[src/tmsp_pkg.sv]
package tmsp_pkg;

	// event type codes on report_ch
	localparam logic [2:0] EV_MOVE   = 3'd0;
	localparam logic [2:0] EV_DRAG   = 3'd1;
	localparam logic [2:0] EV_SCROLL = 3'd2;
	localparam logic [2:0] EV_DOWN   = 3'd3;
	localparam logic [2:0] EV_UP     = 3'd4;

	// result kind codes
	localparam logic RES_EVENT = 1'b0;
	localparam logic RES_STOP  = 1'b1;

	// one finished report or stop, passed from the parser to the decoder
	typedef struct packed {
		logic        stop;
		logic        sgr;
		logic        press;
		logic [7:0]  code;
		logic [16:0] x;
		logic [16:0] y;
		logic        last;
	} report_t;

endpackage

[src/tmsp_if.sv]
interface tmsp_byte_if;
	logic       valid;
	logic       ready;
	logic [7:0] byte_in;
	logic       last_of_buffer;

	modport source (output valid, byte_in, last_of_buffer, input ready);
	modport sink (input valid, byte_in, last_of_buffer, output ready);
endinterface

interface tmsp_report_if;
	logic               valid;
	logic               ready;
	logic               result_kind;
	logic [2:0]         event_type;
	logic signed [2:0]  button;
	logic signed [16:0] pos_x;
	logic signed [16:0] pos_y;
	logic [1:0]         scroll_dir;
	logic               shift_held;
	logic               alt_held;
	logic               ctrl_held;
	logic               buffer_end;
	logic [15:0]        events_in_buffer;

	modport source (output valid, result_kind, event_type, button, pos_x, pos_y, scroll_dir,
		shift_held, alt_held, ctrl_held, buffer_end, events_in_buffer, input ready);
	modport sink (input valid, result_kind, event_type, button, pos_x, pos_y, scroll_dir,
		shift_held, alt_held, ctrl_held, buffer_end, events_in_buffer, output ready);
endinterface

[src/tmsp_front.sv]
module tmsp_front #(
	parameter int FIELD_BITS = 16
) (
	input  logic               clk,
	input  logic               arst_n,
	tmsp_byte_if.sink          byte_ch,
	input  logic               q_full,
	output logic               q_push,
	output tmsp_pkg::report_t  q_item
);

	localparam logic [7:0] CH_ESC      = 8'h1b;
	localparam logic [7:0] CH_LBRACKET = 8'h5b;
	localparam logic [7:0] CH_LT       = 8'h3c;
	localparam logic [7:0] CH_PRESS    = 8'h4d;
	localparam logic [7:0] CH_RELEASE  = 8'h6d;
	localparam logic [7:0] CH_SEMI     = 8'h3b;
	localparam logic [7:0] CH_ZERO     = 8'h30;
	localparam logic [7:0] CH_NINE     = 8'h39;
	localparam int         WIDE_W      = FIELD_BITS + 4;
	localparam int         EXT_W       = FIELD_BITS + 17;
	localparam logic [FIELD_BITS-1:0] FIELD_MAX = '1;

	typedef enum logic [2:0] {
		PH_IDLE,
		PH_ESC,
		PH_BRACKET,
		PH_SGR,
		PH_X10_B,
		PH_X10_C,
		PH_X10_R
	} phase_t;

	phase_t                phase_q, phase_d;
	logic [1:0]            field_q, field_d;
	logic                  seen_q, seen_d;
	logic [FIELD_BITS-1:0] bacc_q, bacc_d;
	logic [FIELD_BITS-1:0] cacc_q, cacc_d;
	logic [FIELD_BITS-1:0] racc_q, racc_d;
	logic                  stopped_q, stopped_d;

	logic                  accept;
	logic [7:0]            c;
	logic                  last;
	logic                  ev;
	logic                  stop;
	logic                  is_digit;
	logic [FIELD_BITS-1:0] sel_acc;
	logic [WIDE_W-1:0]     wide;
	logic [FIELD_BITS-1:0] sat;
	logic [EXT_W-1:0]      bext;
	logic [EXT_W-1:0]      cext;
	logic [EXT_W-1:0]      rext;

	assign byte_ch.ready = !q_full;
	assign accept = byte_ch.valid && byte_ch.ready;
	assign c = byte_ch.byte_in;
	assign last = byte_ch.last_of_buffer;

	assign is_digit = (c >= CH_ZERO) && (c <= CH_NINE);
	assign sel_acc = (field_q == 2'd0) ? bacc_q : (field_q == 2'd1) ? cacc_q : racc_q;
	// acc * 10 + digit, then clamp to the field maximum
	assign wide = ({4'b0, sel_acc} << 3) + ({4'b0, sel_acc} << 1)
		+ {{(WIDE_W-4){1'b0}}, c[3:0]};
	assign sat = (wide > {4'b0, FIELD_MAX}) ? FIELD_MAX : wide[FIELD_BITS-1:0];

	assign bext = {17'b0, bacc_q};
	assign cext = {17'b0, cacc_q};
	assign rext = {17'b0, racc_q};

	always_comb begin
		phase_d = phase_q;
		field_d = field_q;
		seen_d = seen_q;
		bacc_d = bacc_q;
		cacc_d = cacc_q;
		racc_d = racc_q;
		stopped_d = stopped_q;
		ev = 1'b0;
		stop = 1'b0;
		unique case (phase_q)
			PH_IDLE: begin
				if (c == CH_ESC) phase_d = PH_ESC; else stop = 1'b1;
			end
			PH_ESC: begin
				if (c == CH_LBRACKET) phase_d = PH_BRACKET; else stop = 1'b1;
			end
			PH_BRACKET: begin
				if (c == CH_LT) begin
					phase_d = PH_SGR;
					field_d = 2'd0;
					seen_d = 1'b0;
				end else if (c == CH_PRESS) begin
					phase_d = PH_X10_B;
				end else begin
					stop = 1'b1;
				end
			end
			PH_SGR: begin
				if (is_digit) begin
					seen_d = 1'b1;
					if (field_q == 2'd0) bacc_d = sat;
					else if (field_q == 2'd1) cacc_d = sat;
					else racc_d = sat;
				end else if (c == CH_SEMI) begin
					if (!seen_q || field_q >= 2'd2) begin
						stop = 1'b1;
					end else begin
						field_d = field_q + 2'd1;
						seen_d = 1'b0;
					end
				end else if (c == CH_PRESS || c == CH_RELEASE) begin
					if (!seen_q || field_q != 2'd2) stop = 1'b1;
					else ev = 1'b1;
				end else begin
					stop = 1'b1;
				end
			end
			PH_X10_B: begin
				bacc_d = {{(FIELD_BITS-8){1'b0}}, c};
				phase_d = PH_X10_C;
			end
			PH_X10_C: begin
				cacc_d = {{(FIELD_BITS-8){1'b0}}, c};
				phase_d = PH_X10_R;
			end
			PH_X10_R: ev = 1'b1;
			default: stop = 1'b1;
		endcase

		// buffer ending mid-report
		if (!ev && !stop && last) stop = 1'b1;

		if (stopped_q) begin
			ev = 1'b0;
			stop = 1'b0;
			phase_d = phase_q;
			field_d = field_q;
			seen_d = seen_q;
			bacc_d = bacc_q;
			cacc_d = cacc_q;
			racc_d = racc_q;
		end

		if (last || ev || stop) begin
			phase_d = PH_IDLE;
			field_d = 2'd0;
			seen_d = 1'b0;
			bacc_d = '0;
			cacc_d = '0;
			racc_d = '0;
			stopped_d = !last && (stop || stopped_q);
		end
	end

	assign q_push = accept && (ev || stop);

	always_comb begin
		q_item.stop = stop;
		q_item.sgr = (phase_q == PH_SGR);
		q_item.press = (c == CH_PRESS);
		q_item.code = bext[7:0];
		q_item.x = cext[16:0];
		q_item.y = (phase_q == PH_SGR) ? rext[16:0] : {9'b0, c};
		q_item.last = last;
	end

	always_ff @(posedge clk or negedge arst_n) begin
		if (!arst_n) begin
			phase_q <= PH_IDLE;
			field_q <= 2'd0;
			seen_q <= 1'b0;
			bacc_q <= '0;
			cacc_q <= '0;
			racc_q <= '0;
			stopped_q <= 1'b0;
		end else if (accept) begin
			phase_q <= phase_d;
			field_q <= field_d;
			seen_q <= seen_d;
			bacc_q <= bacc_d;
			cacc_q <= cacc_d;
			racc_q <= racc_d;
			stopped_q <= stopped_d;
		end
	end

endmodule

[src/tmsp_queue.sv]
module tmsp_queue (
	input  logic              clk,
	input  logic              arst_n,
	input  logic              push,
	input  tmsp_pkg::report_t push_item,
	output logic              full,
	input  logic              pop,
	output logic              pop_valid,
	output tmsp_pkg::report_t pop_item
);

	localparam int DEPTH = 2;
	localparam int PTR_W = $clog2(DEPTH);
	localparam int CNT_W = $clog2(DEPTH + 1);

	tmsp_pkg::report_t mem_q [DEPTH];
	logic [PTR_W-1:0]  wr_ptr_q;
	logic [PTR_W-1:0]  rd_ptr_q;
	logic [CNT_W-1:0]  count_q;
	logic              do_push;
	logic              do_pop;

	assign full = (count_q == CNT_W'(DEPTH));
	assign pop_valid = (count_q != '0);
	assign pop_item = mem_q[rd_ptr_q];
	assign do_push = push && !full;
	assign do_pop = pop && pop_valid;

	always_ff @(posedge clk) begin
		if (do_push) mem_q[wr_ptr_q] <= push_item;
	end

	always_ff @(posedge clk or negedge arst_n) begin
		if (!arst_n) begin
			wr_ptr_q <= '0;
			rd_ptr_q <= '0;
			count_q <= '0;
		end else begin
			if (do_push) wr_ptr_q <= (wr_ptr_q == PTR_W'(DEPTH - 1)) ? '0 : wr_ptr_q + 1'b1;
			if (do_pop) rd_ptr_q <= (rd_ptr_q == PTR_W'(DEPTH - 1)) ? '0 : rd_ptr_q + 1'b1;
			if (do_push && !do_pop) count_q <= count_q + 1'b1;
			else if (do_pop && !do_push) count_q <= count_q - 1'b1;
		end
	end

endmodule

[src/tmsp_back.sv]
module tmsp_back (
	input  logic              clk,
	input  logic              arst_n,
	input  logic              q_valid,
	input  tmsp_pkg::report_t q_item,
	output logic              q_pop,
	tmsp_report_if.source     report_ch
);

	localparam logic [7:0] X10_BIAS  = 8'd32;
	localparam logic [16:0] SGR_POS_BIAS = 17'd1;
	localparam logic [16:0] X10_POS_BIAS = 17'd33;

	logic               valid_q;
	logic               kind_q;
	logic [2:0]         type_q;
	logic signed [2:0]  button_q;
	logic signed [16:0] pos_x_q;
	logic signed [16:0] pos_y_q;
	logic [1:0]         dir_q;
	logic               shift_q;
	logic               alt_q;
	logic               ctrl_q;
	logic               end_q;
	logic [15:0]        events_q;
	logic               held_q;
	logic [15:0]        count_q;

	logic [7:0]  code;
	logic [1:0]  btn;
	logic [2:0]  ev_type;
	logic [2:0]  ev_button;
	logic [1:0]  ev_dir;
	logic [16:0] ev_x;
	logic [16:0] ev_y;
	logic        held_d;
	logic [15:0] count_inc;

	assign q_pop = q_valid && (!valid_q || report_ch.ready);

	assign code = q_item.sgr ? q_item.code : q_item.code - X10_BIAS;
	assign btn = code[1:0];
	assign count_inc = (count_q == 16'hFFFF) ? count_q : count_q + 16'd1;

	always_comb begin
		held_d = held_q;
		ev_dir = 2'd0;
		if (q_item.sgr) begin
			ev_button = (btn == 2'd3) ? 3'd0 : {1'b0, btn};
			if (code[5]) begin
				ev_type = (btn == 2'd3 || !held_q) ? tmsp_pkg::EV_MOVE : tmsp_pkg::EV_DRAG;
			end else if (code[6] && q_item.press) begin
				ev_type = tmsp_pkg::EV_SCROLL;
				ev_dir = btn;
			end else if (q_item.press) begin
				ev_type = tmsp_pkg::EV_DOWN;
				if (btn != 2'd3) held_d = 1'b1;
			end else begin
				ev_type = tmsp_pkg::EV_UP;
				held_d = 1'b0;
			end
			ev_x = q_item.x - SGR_POS_BIAS;
			ev_y = q_item.y - SGR_POS_BIAS;
		end else begin
			if (code[5]) begin
				ev_type = tmsp_pkg::EV_MOVE;
				// motion with no button reads as -1
				ev_button = (btn == 2'd3) ? 3'b111 : {1'b0, btn};
			end else if (code[6]) begin
				ev_type = tmsp_pkg::EV_SCROLL;
				ev_button = 3'd0;
				ev_dir = btn;
			end else begin
				ev_type = (btn == 2'd3) ? tmsp_pkg::EV_UP : tmsp_pkg::EV_DOWN;
				ev_button = (btn == 2'd3) ? 3'd0 : {1'b0, btn};
			end
			ev_x = q_item.x - X10_POS_BIAS;
			ev_y = q_item.y - X10_POS_BIAS;
		end
	end

	always_ff @(posedge clk or negedge arst_n) begin
		if (!arst_n) begin
			valid_q <= 1'b0;
			held_q <= 1'b0;
			count_q <= '0;
		end else begin
			if (q_pop) begin
				valid_q <= 1'b1;
				if (q_item.stop) begin
					// after a stop nothing counts until the buffer restarts
					count_q <= '0;
				end else begin
					held_q <= held_d;
					count_q <= q_item.last ? '0 : count_inc;
				end
			end else if (report_ch.ready) begin
				valid_q <= 1'b0;
			end
		end
	end

	always_ff @(posedge clk) begin
		if (q_pop) begin
			kind_q <= q_item.stop ? tmsp_pkg::RES_STOP : tmsp_pkg::RES_EVENT;
			end_q <= q_item.last;
			if (q_item.stop) begin
				type_q <= '0;
				button_q <= '0;
				pos_x_q <= '0;
				pos_y_q <= '0;
				dir_q <= '0;
				shift_q <= 1'b0;
				alt_q <= 1'b0;
				ctrl_q <= 1'b0;
				events_q <= count_q;
			end else begin
				type_q <= ev_type;
				button_q <= ev_button;
				pos_x_q <= ev_x;
				pos_y_q <= ev_y;
				dir_q <= ev_dir;
				shift_q <= code[2];
				alt_q <= code[3];
				ctrl_q <= code[4];
				events_q <= count_inc;
			end
		end
	end

	assign report_ch.valid = valid_q;
	assign report_ch.result_kind = kind_q;
	assign report_ch.event_type = type_q;
	assign report_ch.button = button_q;
	assign report_ch.pos_x = pos_x_q;
	assign report_ch.pos_y = pos_y_q;
	assign report_ch.scroll_dir = dir_q;
	assign report_ch.shift_held = shift_q;
	assign report_ch.alt_held = alt_q;
	assign report_ch.ctrl_held = ctrl_q;
	assign report_ch.buffer_end = end_q;
	assign report_ch.events_in_buffer = events_q;

endmodule

[src/terminal_mouse_sequence_parser.sv]
// Terminal mouse report parser.
// byte_ch takes one terminal byte per transfer, with last_of_buffer set on the
// final byte of each input buffer. report_ch gives one transfer per finished
// SGR or X10 mouse report, and one stop transfer per buffer that holds a
// malformed byte or ends partway through a report.
// A byte is taken every cycle while the two-entry report queue has room; bytes
// inside a report and bytes after a stop give no transfer at all.
// A report's result goes from the transfer of its final byte through the report
// queue and then the decoder's output register before it reaches report_ch.
// Sustained rate is one byte per cycle while the report queue has room.
// When report_ch stalls, the output register holds its result, the queue
// fills, and byte_ch.ready drops once both queue entries are taken.
// Reset clears the parser to wait for an escape byte, empties the queue,
// drops the output valid, clears the held-button flag and the event count.
// FIELD_BITS sets the saturation width of the decimal SGR fields.
module terminal_mouse_sequence_parser #(
	parameter int FIELD_BITS = 16
) (
	input  logic          clk,
	input  logic          arst_n,
	tmsp_byte_if.sink     byte_ch,
	tmsp_report_if.source report_ch
);

	logic              q_push;
	logic              q_full;
	logic              q_pop;
	logic              q_valid;
	tmsp_pkg::report_t push_item;
	tmsp_pkg::report_t pop_item;

	tmsp_front #(
		.FIELD_BITS (FIELD_BITS)
	) u_front (
		.clk     (clk),
		.arst_n  (arst_n),
		.byte_ch (byte_ch),
		.q_full  (q_full),
		.q_push  (q_push),
		.q_item  (push_item)
	);

	tmsp_queue u_queue (
		.clk       (clk),
		.arst_n    (arst_n),
		.push      (q_push),
		.push_item (push_item),
		.full      (q_full),
		.pop       (q_pop),
		.pop_valid (q_valid),
		.pop_item  (pop_item)
	);

	tmsp_back u_back (
		.clk       (clk),
		.arst_n    (arst_n),
		.q_valid   (q_valid),
		.q_item    (pop_item),
		.q_pop     (q_pop),
		.report_ch (report_ch)
	);

	// no report may be dropped at the queue
	a_no_overflow: assert property (@(posedge clk) disable iff (!arst_n)
		q_push |-> !q_full)
		else $error("report pushed into a full queue");

	a_stop_clean: assert property (@(posedge clk) disable iff (!arst_n)
		report_ch.valid && report_ch.result_kind == tmsp_pkg::RES_STOP |->
			report_ch.event_type == 3'd0 && report_ch.button == 3'sd0 &&
			report_ch.pos_x == 17'sd0 && report_ch.pos_y == 17'sd0 &&
			report_ch.scroll_dir == 2'd0)
		else $error("stop result carries event fields");

	a_event_counted: assert property (@(posedge clk) disable iff (!arst_n)
		report_ch.valid && report_ch.result_kind == tmsp_pkg::RES_EVENT |->
			report_ch.events_in_buffer != 16'd0)
		else $error("event result with zero event count");

	a_dir_scroll_only: assert property (@(posedge clk) disable iff (!arst_n)
		report_ch.valid && report_ch.event_type != tmsp_pkg::EV_SCROLL |->
			report_ch.scroll_dir == 2'd0)
		else $error("scroll direction on a non-scroll result");

	// a result entering the output register came out of the queue
	a_pop_has_item: assert property (@(posedge clk) disable iff (!arst_n)
		q_pop |-> q_valid ##1 report_ch.valid)
		else $error("decoder took a report from an empty queue");

endmodule

[src/flat_wrapper.sv]
// flat-port wrapper written by rule: the top's interface ports become plain ports
module terminal_mouse_sequence_parser_flat 
#(
	parameter int FIELD_BITS = 16
)
  (clk, arst_n, byte_ch_valid, byte_ch_byte_in, byte_ch_last_of_buffer, byte_ch_ready, report_ch_valid, report_ch_result_kind, report_ch_event_type, report_ch_button, report_ch_pos_x, report_ch_pos_y, report_ch_scroll_dir, report_ch_shift_held, report_ch_alt_held, report_ch_ctrl_held, report_ch_buffer_end, report_ch_events_in_buffer, report_ch_ready);
  tmsp_byte_if byte_ch_i ();
  tmsp_report_if report_ch_i ();
  input  logic clk;
  input  logic arst_n;
  input wire logic [$bits(byte_ch_i.valid)-1:0] byte_ch_valid;
  input wire logic [$bits(byte_ch_i.byte_in)-1:0] byte_ch_byte_in;
  input wire logic [$bits(byte_ch_i.last_of_buffer)-1:0] byte_ch_last_of_buffer;
  output wire logic [$bits(byte_ch_i.ready)-1:0] byte_ch_ready;
  output wire logic [$bits(report_ch_i.valid)-1:0] report_ch_valid;
  output wire logic [$bits(report_ch_i.result_kind)-1:0] report_ch_result_kind;
  output wire logic [$bits(report_ch_i.event_type)-1:0] report_ch_event_type;
  output wire logic [$bits(report_ch_i.button)-1:0] report_ch_button;
  output wire logic [$bits(report_ch_i.pos_x)-1:0] report_ch_pos_x;
  output wire logic [$bits(report_ch_i.pos_y)-1:0] report_ch_pos_y;
  output wire logic [$bits(report_ch_i.scroll_dir)-1:0] report_ch_scroll_dir;
  output wire logic [$bits(report_ch_i.shift_held)-1:0] report_ch_shift_held;
  output wire logic [$bits(report_ch_i.alt_held)-1:0] report_ch_alt_held;
  output wire logic [$bits(report_ch_i.ctrl_held)-1:0] report_ch_ctrl_held;
  output wire logic [$bits(report_ch_i.buffer_end)-1:0] report_ch_buffer_end;
  output wire logic [$bits(report_ch_i.events_in_buffer)-1:0] report_ch_events_in_buffer;
  input wire logic [$bits(report_ch_i.ready)-1:0] report_ch_ready;
  assign byte_ch_i.valid = byte_ch_valid;
  assign byte_ch_i.byte_in = byte_ch_byte_in;
  assign byte_ch_i.last_of_buffer = byte_ch_last_of_buffer;
  assign byte_ch_ready = byte_ch_i.ready;
  assign report_ch_valid = report_ch_i.valid;
  assign report_ch_result_kind = report_ch_i.result_kind;
  assign report_ch_event_type = report_ch_i.event_type;
  assign report_ch_button = report_ch_i.button;
  assign report_ch_pos_x = report_ch_i.pos_x;
  assign report_ch_pos_y = report_ch_i.pos_y;
  assign report_ch_scroll_dir = report_ch_i.scroll_dir;
  assign report_ch_shift_held = report_ch_i.shift_held;
  assign report_ch_alt_held = report_ch_i.alt_held;
  assign report_ch_ctrl_held = report_ch_i.ctrl_held;
  assign report_ch_buffer_end = report_ch_i.buffer_end;
  assign report_ch_events_in_buffer = report_ch_i.events_in_buffer;
  assign report_ch_i.ready = report_ch_ready;
  terminal_mouse_sequence_parser #(.FIELD_BITS(FIELD_BITS)) u_core (.clk(clk), .arst_n(arst_n), .byte_ch(byte_ch_i), .report_ch(report_ch_i));
endmodule
[config.mk]
export PLATFORM = sky130hd
export DESIGN_NAME = terminal_mouse_sequence_parser_flat
export DESIGN_NICKNAME = d
export VERILOG_FILES = /design/src/tmsp_pkg.sv /design/src/tmsp_if.sv /design/src/tmsp_front.sv /design/src/tmsp_queue.sv /design/src/tmsp_back.sv /design/src/terminal_mouse_sequence_parser.sv /design/src/flat_wrapper.sv
export SDC_FILE = /design/constraint.sdc
export NUM_CORES = 1
export LEC_CHECK = 0
export CAP_MARGIN = 40
export CORE_UTILIZATION = 45
export CTS_BUF_LIST = sky130_fd_sc_hd__clkbuf_4 sky130_fd_sc_hd__clkbuf_8 sky130_fd_sc_hd__clkbuf_16
export CTS_CLUSTER_SIZE = 16
export DETAILED_ROUTE_END_ITERATION = 16
export DONT_BUFFER_PORTS = 1
export PLACE_DENSITY = 0.62
export SETUP_SLACK_MARGIN = 0.05
export SLEW_MARGIN = 0
export SYNTH_ARGS = -nofsm -noshare
export SYNTH_HDL_FRONTEND = slang
export SYNTH_SLANG_ARGS = --single-unit
[constraint.sdc]
create_clock -name clk -period 7.7 [get_ports clk]
set_input_delay 1.54 -clock clk [delete_from_list [all_inputs] [get_ports clk]]
set_output_delay 1.54 -clock clk [all_outputs]
set_load 0.01 [all_outputs]
## After elaboration in Yosys (flattened, before gate mapping)

Memory sizes are Yosys's and may differ from the RTL's.
Cells that the tools add are included.

| storage, ports and cells | value |
|---|---|
| output and inout bits | 65 |
| memory bits (writable) | 88 |
| input port bits | 13 |
| word-level logic and storage cells | 226 |
| register bits after elaboration | 140 |
| memories | 1 |

Memories:

| memory | words | bits a word | read ports | clocked after memory_dff | write ports | line | text |
|---|---|---|---|---|---|---|---|
| u_core.u_queue.mem_q | 2 | 44 | 1 | 0 | 1 | tmsp_queue.sv:16 | `tmsp_pkg::report_t mem_q [DEPTH];` |

| operators by class | value |
|---|---|
| add/subtract/negate cells | 13 |
| equal/unequal tests | 35 |
| reductions and logical operators | 50 |
| multiplexer cells | 96 |
| bitwise gates (word level) | 3 |
| magnitude comparators | 4 |

Operators with widths:

| cell | count |
|---|---|
| $mux W16 | 23 |
| $pmux W16 S2 | 2 |
| $mux W3 | 16 |
| $mux W17 | 2 |
| $sub A17 B1 Y17 const B | 2 |
| $sub A17 B6 Y17 const B | 2 |
| $mux W1 | 32 |
| $mux W2 | 15 |
| $reduce_and A6 Y1 | 5 |
| $eq A8 B7 Y1 const B | 3 |
| $add A19 B17 Y20 | 1 |
| $add A20 B4 Y20 | 1 |
| $gt A20 B16 Y1 const B | 1 |
| $add A16 B1 Y16 const B | 1 |
| $eq A16 B16 Y1 const B | 1 |
| $eq A8 B6 Y1 const B | 2 |
| $pmux W3 S5 | 1 |
| $logic_and A1 B1 Y1 | 12 |
| $ne A3 B1 Y1 const B | 4 |
| $reduce_bool A2 Y1 | 5 |
| $eq A3 B3 Y1 const B | 3 |
| $logic_not A1 Y1 | 9 |
| $logic_or A1 B1 Y1 | 9 |
| $ne A3 B2 Y1 const B | 3 |
| 31 further kinds | 46 |

## Logic depth before layout (Yosys ltp)

Gate-level depths: netlist (run 1).

| logic depth | value |
|---|---|
| word-level depth | 19 |
| mapped depth | 20 |
| depth with buffers taken out | 16 |

## Hierarchy

A second synthesis (run 1) with hierarchy kept.

| unflattened totals | value |
|---|---|
| cells, all modules | 1069 |
| area, all modules | 12346.8 um^2 |

By module, submodules not included:

| module | times used | area each (um^2) | sequential area each (um^2) | cells an instance |
|---|---|---|---|---|
| tmsp_back | 1 | 4355.4 | 2342.2 | 394 |
| tmsp_front | 1 | 4347.9 | 1376.3 | 513 |
| tmsp_queue | 1 | 3643.5 | 2862.7 | 162 |

## Worst setup path before layout (run 1)

No wires, ideal clock.

| timing path | value |
|---|---|
| kind | input to register |
| from | input byte_ch_byte_in[6] |
| to | memory u_core.u_queue.mem_q[0][0] (netlist bit), enable pin |
| library setup time | 0.550 ns |
| buffers on the path | 0 |
| data required time | 7.150 ns |
| cell stages on the path | 6 |
| data arrival time | 6.787 ns |
| path slack | 0.362 ns |
| cells stage by stage | and4bb_4 nand2b_2 a311oi_2 nor4_4 and2_4 nor4_1 |

| between the ends | value |
|---|---|
| cells in the longest elaborated chain, start to end | 16 |

RTL lines:

| what | line | text |
|---|---|---|
| from (decl) | flat_wrapper.sv:12 | `input wire logic [$bits(byte_ch_i.byte_in)-1:0] byte_ch_byte_in;` |
| parallel branches: the longest is 11 deep, another holds $ge A8 B6 Y1 | -- |  |
| $logic_or A1 B1 Y1 (*) | tmsp_front.sv:156 | `assign q_push = accept && (ev \|\| stop);` |
| $logic_and A1 B1 Y1 (*) | tmsp_front.sv:156 |  |
| $logic_and A1 B1 Y1 (*) | tmsp_queue.sv:26 | `assign do_push = push && !full;` |
| $mux W1 (*) | tmsp_queue.sv:30 | `if (do_push) mem_q[wr_ptr_q] <= push_item;` |
| $mux W1 (implied by the code) (*) | tmsp_queue.sv:30 |  |
| to (decl) | tmsp_queue.sv:16 |  |

Mark *: on every way between the ends.

## Final worst setup path (run 1)

| timing path | value |
|---|---|
| from | register u_core.u_front.field_q[1] |
| to | register u_core.u_front.racc_q[14] |

| between the ends | value |
|---|---|
| cells in the longest elaborated chain, start to end | 15 |

RTL lines:

| what | line | text |
|---|---|---|
| from (decl) | tmsp_front.sv:35 | `logic [1:0] field_q, field_d;` |
| from (signal assigned) | tmsp_front.sv:179 | `field_q <= field_d;` |
| parallel branches: the longest is 15 deep, another holds $add A19 B17 Y20 | -- |  |
| to (signal assigned) | tmsp_front.sv:183 | `racc_q <= racc_d;` |
| to (decl) | tmsp_front.sv:39 | `logic [FIELD_BITS-1:0] racc_q, racc_d;` |

Parallel ways; which one is timed is not known. The select of a mux whose other input is x is not followed.
A chain may end at the register's enable or synchronous reset.

==> results of run 1 <==
Yosys cell counts, drive strengths merged, types with 13 or more instances:
cell type / n / share of area [%]
nor2: 98 / 3.2
mux2i: 56 / 4.8
o31ai: 14 / 0.89
xnor2: 28 / 2.1
dfrtp: 77 / 16
nand2b: 13 / 0.71
ha: 41 / 4.4
nand3: 20 / 0.89
clkbuf: 26 / 1.3
and2: 13 / 0.72
buf: 20 / 1.1
and3: 17 / 0.95
xor2: 24 / 1.8
inv: 17 / 0.54
nand2: 141 / 4.6
edfxtp: 149 / 38
nor3: 37 / 1.6
o21ai: 94 / 4.2
a21oi: 43 / 1.8
worst register-to-register path, stage by stage (launching register included):
cell	delay (ns)
dfrtp_1	0.42
inv_1	0.10
ha_1	0.14
buf_4	0.32
mux2i_1	0.15
o21ai_0	0.24
inv_1	0.12
fa_1	0.49
inv_1	0.06
ha_1	0.29
a21o_1	0.17
a2111o_1	0.46
and3_4	0.21
o311a_1	0.30
o21ai_2	0.17
nand3_2	0.53
or2_4	0.49
a22o_1	0.20
registers in the layout (all words and copies together) (netlist names), 3 cells and up:
name / count
u_core.u_back.count_q: 16
u_core.u_back.report_ch.button: 3
u_core.u_back.report_ch.event_type: 3
u_core.u_back.report_ch.events_in_buffer: 16
u_core.u_back.report_ch.pos_x: 17
u_core.u_back.report_ch.pos_y: 17
u_core.u_front.bacc_q: 16
u_core.u_front.cacc_q: 16
u_core.u_front.phase_q: 3
u_core.u_front.racc_q: 16
u_core.u_queue.mem_q: 86
area by class of cell:
cell class | instances | area [µm²]
Timing Repair Buffer | 11 | 113
Inverter | 18 | 67.6
Fill cell | 2278 | 12500
Clock inverter | 10 | 100
Sequential cell | 226 | 6400
Clock buffer | 35 | 737
Tap cell | 330 | 413
Multi-Input combinational cell | 777 | 5030
layout by cell type, fill, tap and decap left out, drive strengths merged, types with 4 or more instances in the layout:
master	instances
nor2b	5
nor2	98
and2	13
o32a	4
o32ai	4
mux2i	56
nand2b	13
clkbuf	35
mux2	7
o21a	5
a21o	11
a31oi	6
dfrtp	77
nand3	20
or2	6
inv	18
a21oi	43
nand2	141
and3	17
buf	11
a211oi	4
edfxtp	149
ha	41
o21ai	94
nor3b	11
o211ai	5
nor4	6
nand4	7
clkinv	8
nor3	37
xnor2	28
a22o	7
xor2	24
o31ai	14
power groups by stage:
stage,sequential [mW],combinational [mW],clock [mW]
after global placement,1.97,1.15,0
final,1.95,1.18,1.20
after detailed placement,1.98,1.19,0
after floorplan,1.92,0.926,0
after global routing,2.00,1.33,1.26
after CTS,1.96,1.19,1.22
through the flow:
step	utilization [%]	instance area [µm²]	worst slack [ns]	total power [mW]
floorplan	-	11800	0.362	2.85
global placement	47.2	12000	2.61	3.12
detailed placement	47.4	12000	2.58	3.17
CTS	50.7	12900	2.74	4.37
global route	50.7	12900	2.49	4.59
finish	50.7	12900	2.73	4.33
routing by layer:
layer | routed length (µm) | track usage, % | vias to the layer above
met5 | 0 | 0 | -
met4 | 599 | 6.10 | 0
met3 | 1590 | 3.48 | 48
met2 | 12300 | 33.2 | 253
met1 | 12100 | 27.5 | 3973
li1 | - | - | 3899
logic make-up after synthesis:
| family | share of synthesized area [%] |
|---|---|
| compound gates | 12.9 |
| xor+xnor | 3.86 |
| fa+ha+maj | 4.69 |
| buf+inv | 3.03 |
| flops | 54.3 |
| mux | 5.43 |
| simple gates | 15.8 |
worst paths after layout:
path	start	to	slack, ns	depth (start not counted)
max in group asynchronous	arst_n	u_core.u_front.cacc_q[4]$_DFFE_PN0P_	6.76	0
max reg2reg	u_core.u_front.field_q[1]$_DFFE_PN0P_	u_core.u_front.racc_q[14]$_DFFE_PN0P_	2.73	17
min reg2reg	u_core.u_front.bacc_q[13]$_DFFE_PN0P_	u_core.u_front.bacc_q[13]$_DFFE_PN0P_	0.48	2
min in group asynchronous	arst_n	u_core.u_back.report_ch.valid$_DFFE_PN0P_	0.73	0
max	u_core.u_front.field_q[1]$_DFFE_PN0P_	u_core.u_front.racc_q[14]$_DFFE_PN0P_	2.73	17
min	u_core.u_front.bacc_q[13]$_DFFE_PN0P_	u_core.u_front.bacc_q[13]$_DFFE_PN0P_	0.48	2
==> metrics.txt, run 1 <==
final hold vios 0; Sum Neg Setup Slack 0 ns; Die ar. 0.0268 mm²; RD Place Congestion 0.836; Clock Path Buffers 3; Comb pwr share 27.3%; max-slew violation count 0; PD cells 337 mW/mm²; Die Y 164 µm; crit-path cells inv_1 > ha_1 > buf_4 > mux2i_1 > o21ai_0 > inv_1 > fa_1 > inv_1 > ha_1 > a21o_1 > a2111o_1 > and3_4 > o311a_1 > o21ai_2 > nand3_2 > or2_4 > a22o_1; share of cells above drive strength 1 8.82%; Avg Cell Area, Syn 11.0 µm²; Hold Crit Class flip-flop to flip-flop; max_cap viols 0; clock power share 27.6%; final setup vio count 0; number of inserted diodes 0; starting density of the core 46.4%; largest net degree at the start of global routing 78; status finished clean; CTS tree built; Synth-to-Final Area Change 9.21%; routed vias/inst 5.81; netlist area before placement 0.0118 mm²; Slew @ Worst Pin 0.785 ns; die width 164 µm; CP startpoint kind flip-flop; Hold Buf Count CTS 0; Tmin final 4.97 ns; Sw Ratio 33.9%; worst vdd rail ir drop 211 µV; Largest delay share family, worst path compound AO/OA/AOI/OAI gates; H-tree levels 1; Net Switching 1.47 mW; Initial DRT Pass Iterations 5; vias 8,173; Resized cells post-CTS 0; part of the power in registers 45.1%; EDFF count, synth 149; Syn Nets 1,123; total CTS buffers 25; Leak 5.06 nW; Row Count 58; Ports 78; setup repair bufs after CTS 0; overall routing resource usage 20.3%; hold_ws 0.481 ns; Gate Count Post-Synth 1,067; dominant synthesized flop cell edfxtp_1; max_slew headroom 47.6%; # clock sinks 226; nets 1,115; CP endpoint kind flip-flop; post-synthesis cell type count 85; final wirelength 26,600 µm; Max Freq 201 MHz; critical path type flip-flop to flip-flop; Crit-path slowest cell nand3_2; RSZ-0062 raised after global routing false; DR iter-0 viols 734; CP Max Fanout 29; placed insts 1,362; Core ar. 0.0254 mm²; internal power 2.87 mW; cell mode on critical path inv_1; Congestion Overflow GR 0; Worst path max stage delay 0.53 ns; first-pass GRT wire length 42,700 µm; vias in the first global route 7,984; crit share post-route 64.5%; sequential-to-total area share from yosys stat 54.3%; clock latency on the worst-skew pair 0.51 ns; worst endpoint required time 8.10 ns; routed len/inst 18.9 µm; asr flop ratio synth 34.1%; Reg clk slew, reported paths 0.06 ns; post-DP HPWL 18,600 µm; initial antenna violation count 0; port bufs 0; DRC Markers 0; post-route ant nets 0; Worst EP arrival 5.37 ns; fin cells 1,407; worst path buffer plus inverter count 4; synth warn 0; clock root cell clkbuf_16; Seq cells post-synth 226; post-route clock skew 0.00633 ns
(Power assumes the default switching activity.)
==> run 2: changes to the inputs <==
==> constraint.sdc (replaced) <==
create_clock -name clk -period 4.6 [get_ports clk]
set_input_delay 0.92 -clock clk [delete_from_list [all_inputs] [get_ports clk]]
set_output_delay 0.92 -clock clk [all_outputs]
set_load 0.01 [all_outputs]
==> run 2 against run 1 <==
Effect of this change: via count shrank 1.2%; sequential share of layout area fell by 0.12 points; non-clock buffer count rose by 9; core utilization is 0.12 points higher; clock power is 61% higher; die area did not move; largest power group unchanged.
==> metrics.txt, run 2 (synthesized netlist as in run 1, its figures left out) <==
status finished clean; worst vdd rail ir drop 346 µV; post-route clock skew 0.0220 ns; RSZ-0062 raised after global routing false; Largest delay share family, worst path adder cells; vias in the first global route 7,844; vias 8,072; Congestion Overflow GR 0; setup ws final 0.334 ns; nets 1,124; Synth-to-Final Area Change 9.46%; # clock sinks 226; reg2reg setup slack 0.33 ns; max-slew violation count 0; Leak 5.09 nW; Hold Buf Count CTS 0; starting density of the core 46.4%; cell mode on critical path ha_1; post-place setup slack 0.216 ns; port bufs 0; Initial DRT Pass Iterations 5; commonest cells after routing, fill and taps aside edfxtp_1, nand2_1, nor2_1; overall routing resource usage 19.9%; post-route ant nets 0; Sum Neg Setup Slack 0 ns; largest net degree at the start of global routing 78; final hold vios 0; worst endpoint required time 4.97 ns; Hold Crit Class primary input to async pin; initial antenna violation count 0; Row Count 58; Core ar. 0.0254 mm²; Die Y 164 µm; routed vias/inst 5.70; clock latency on the worst-skew pair 0.52 ns; Tmin final 4.27 ns; RD Place Congestion 0.914; max_cap viols 0; Ports 78; share of cells above drive strength 1 9.76%; max reg flops 86; leading cell type in the layout, fill and taps excluded edfxtp_1; CTS tree built; CP endpoint kind flip-flop; total CTS buffers 25; Worst path max stage delay 0.42 ns; die width 164 µm; Largest Register u_core.u_queue.mem_q; worst path buffer plus inverter count 3; Clock Path Buffers 3; max_slew headroom 51.5%; H-tree levels 1; Slew @ Worst Pin 0.727 ns; final wirelength 26,300 µm; Worst EP arrival 4.63 ns; PD cells 556 mW/mm²; crit-path cells inv_1 > ha_2 > buf_6 > mux2i_1 > o21ai_1 > ha_1 > ha_1 > fa_1 > a21o_1 > a311o_1 > nand3_1 > and2_1 > o211a_1 > nand3_2 > buf_4 > nor2_1 > o21ai_0; routed len/inst 18.5 µm; DR iter-0 viols 772; clock root cell clkbuf_16; final setup vio count 0; crit share post-route 92.7%; Die ar. 0.0268 mm²; CP startpoint kind flip-flop; critical path type flip-flop to flip-flop; first-pass GRT wire length 42,200 µm; Max Freq 234 MHz; DRC Markers 0; post-DP HPWL 18,800 µm; Reg clk slew, reported paths 0.06 ns; fillcell total 2,224; number of inserted diodes 0; Crit-path slowest cell dfrtp_1; CP Max Fanout 11
[run 2: area by class of cell]
cell class	instances	area [µm²]	share of cell area [%]
clock buffer	34	712	5.52
multi-input combinational	777	5050	39.1
clock inverter	11	91.3	0.708
timing repair buffer	20	164	1.27
tap	330	413	3.20
inverter	18	67.6	0.524
sequential	226	6400	49.7
[run 2: worst paths after layout]
check,startpoint,endpoint,cells after the start
max in group asynchronous,arst_n,u_core.u_front.cacc_q[13]$_DFFE_PN0P_,0
min,arst_n,u_core.u_back.report_ch.valid$_DFFE_PN0P_,0
min in group clk,u_core.u_front.bacc_q[9]$_DFFE_PN0P_,u_core.u_front.bacc_q[9]$_DFFE_PN0P_,2
max,u_core.u_front.field_q[1]$_DFFE_PN0P_,u_core.u_front.bacc_q[11]$_DFFE_PN0P_,17
min reg2reg,u_core.u_front.bacc_q[9]$_DFFE_PN0P_,u_core.u_front.bacc_q[9]$_DFFE_PN0P_,2
max reg2reg,u_core.u_front.field_q[1]$_DFFE_PN0P_,u_core.u_front.bacc_q[11]$_DFFE_PN0P_,17
[run 2: report_power, final]
part           internal [mW]  switching, mW
Sequential              2.85          0.495
Clock                   1.14          0.782
Combinational          0.708           1.19
[run 2: worst reg2reg max path, stage by stage (launching register included)]
cell	delay (ns)
dfrtp_1	0.42
inv_1	0.10
ha_2	0.27
buf_6	0.21
mux2i_1	0.23
o21ai_1	0.11
ha_1	0.29
ha_1	0.23
fa_1	0.41
a21o_1	0.23
a311o_1	0.41
nand3_1	0.14
and2_1	0.18
o211a_1	0.20
nand3_2	0.14
buf_4	0.23
nor2_1	0.21
o21ai_0	0.11
[run 2: metrics by stage]
stage               cell area, µm²  power (mW)  util [%]  cells  hold slack (ns)
finish                       12900        7.17      50.8   1416           0.0936
detailed placement           12100        5.29      47.6   1371            0.473
global placement             12100        5.25      47.6   1370            0.467
global route                 12900        7.58      50.8   1416           0.0725
floorplan                    11800        4.77         -   1067            0.450
CTS                          12900        7.21      50.8   1416           0.0833
[run 2: what timing repair did]
item,CTS,global route
resized for setup,0,4
setup endpoints to repair,0,41
buffers inserted,0,0
[run 2: routing by layer]
| layer | vias to the layer above | part of all wire [%] | global-route usage (%) |
|---|---|---|---|
| met5 | - | 0 | 0 |
| met4 | 0 | 2.5 | 6.52 |
| met3 | 39 | 5.6 | 2.98 |
| met2 | 244 | 46 | 32.3 |
| met1 | 3855 | 46 | 27.4 |
| li1 | 3934 | - | - |
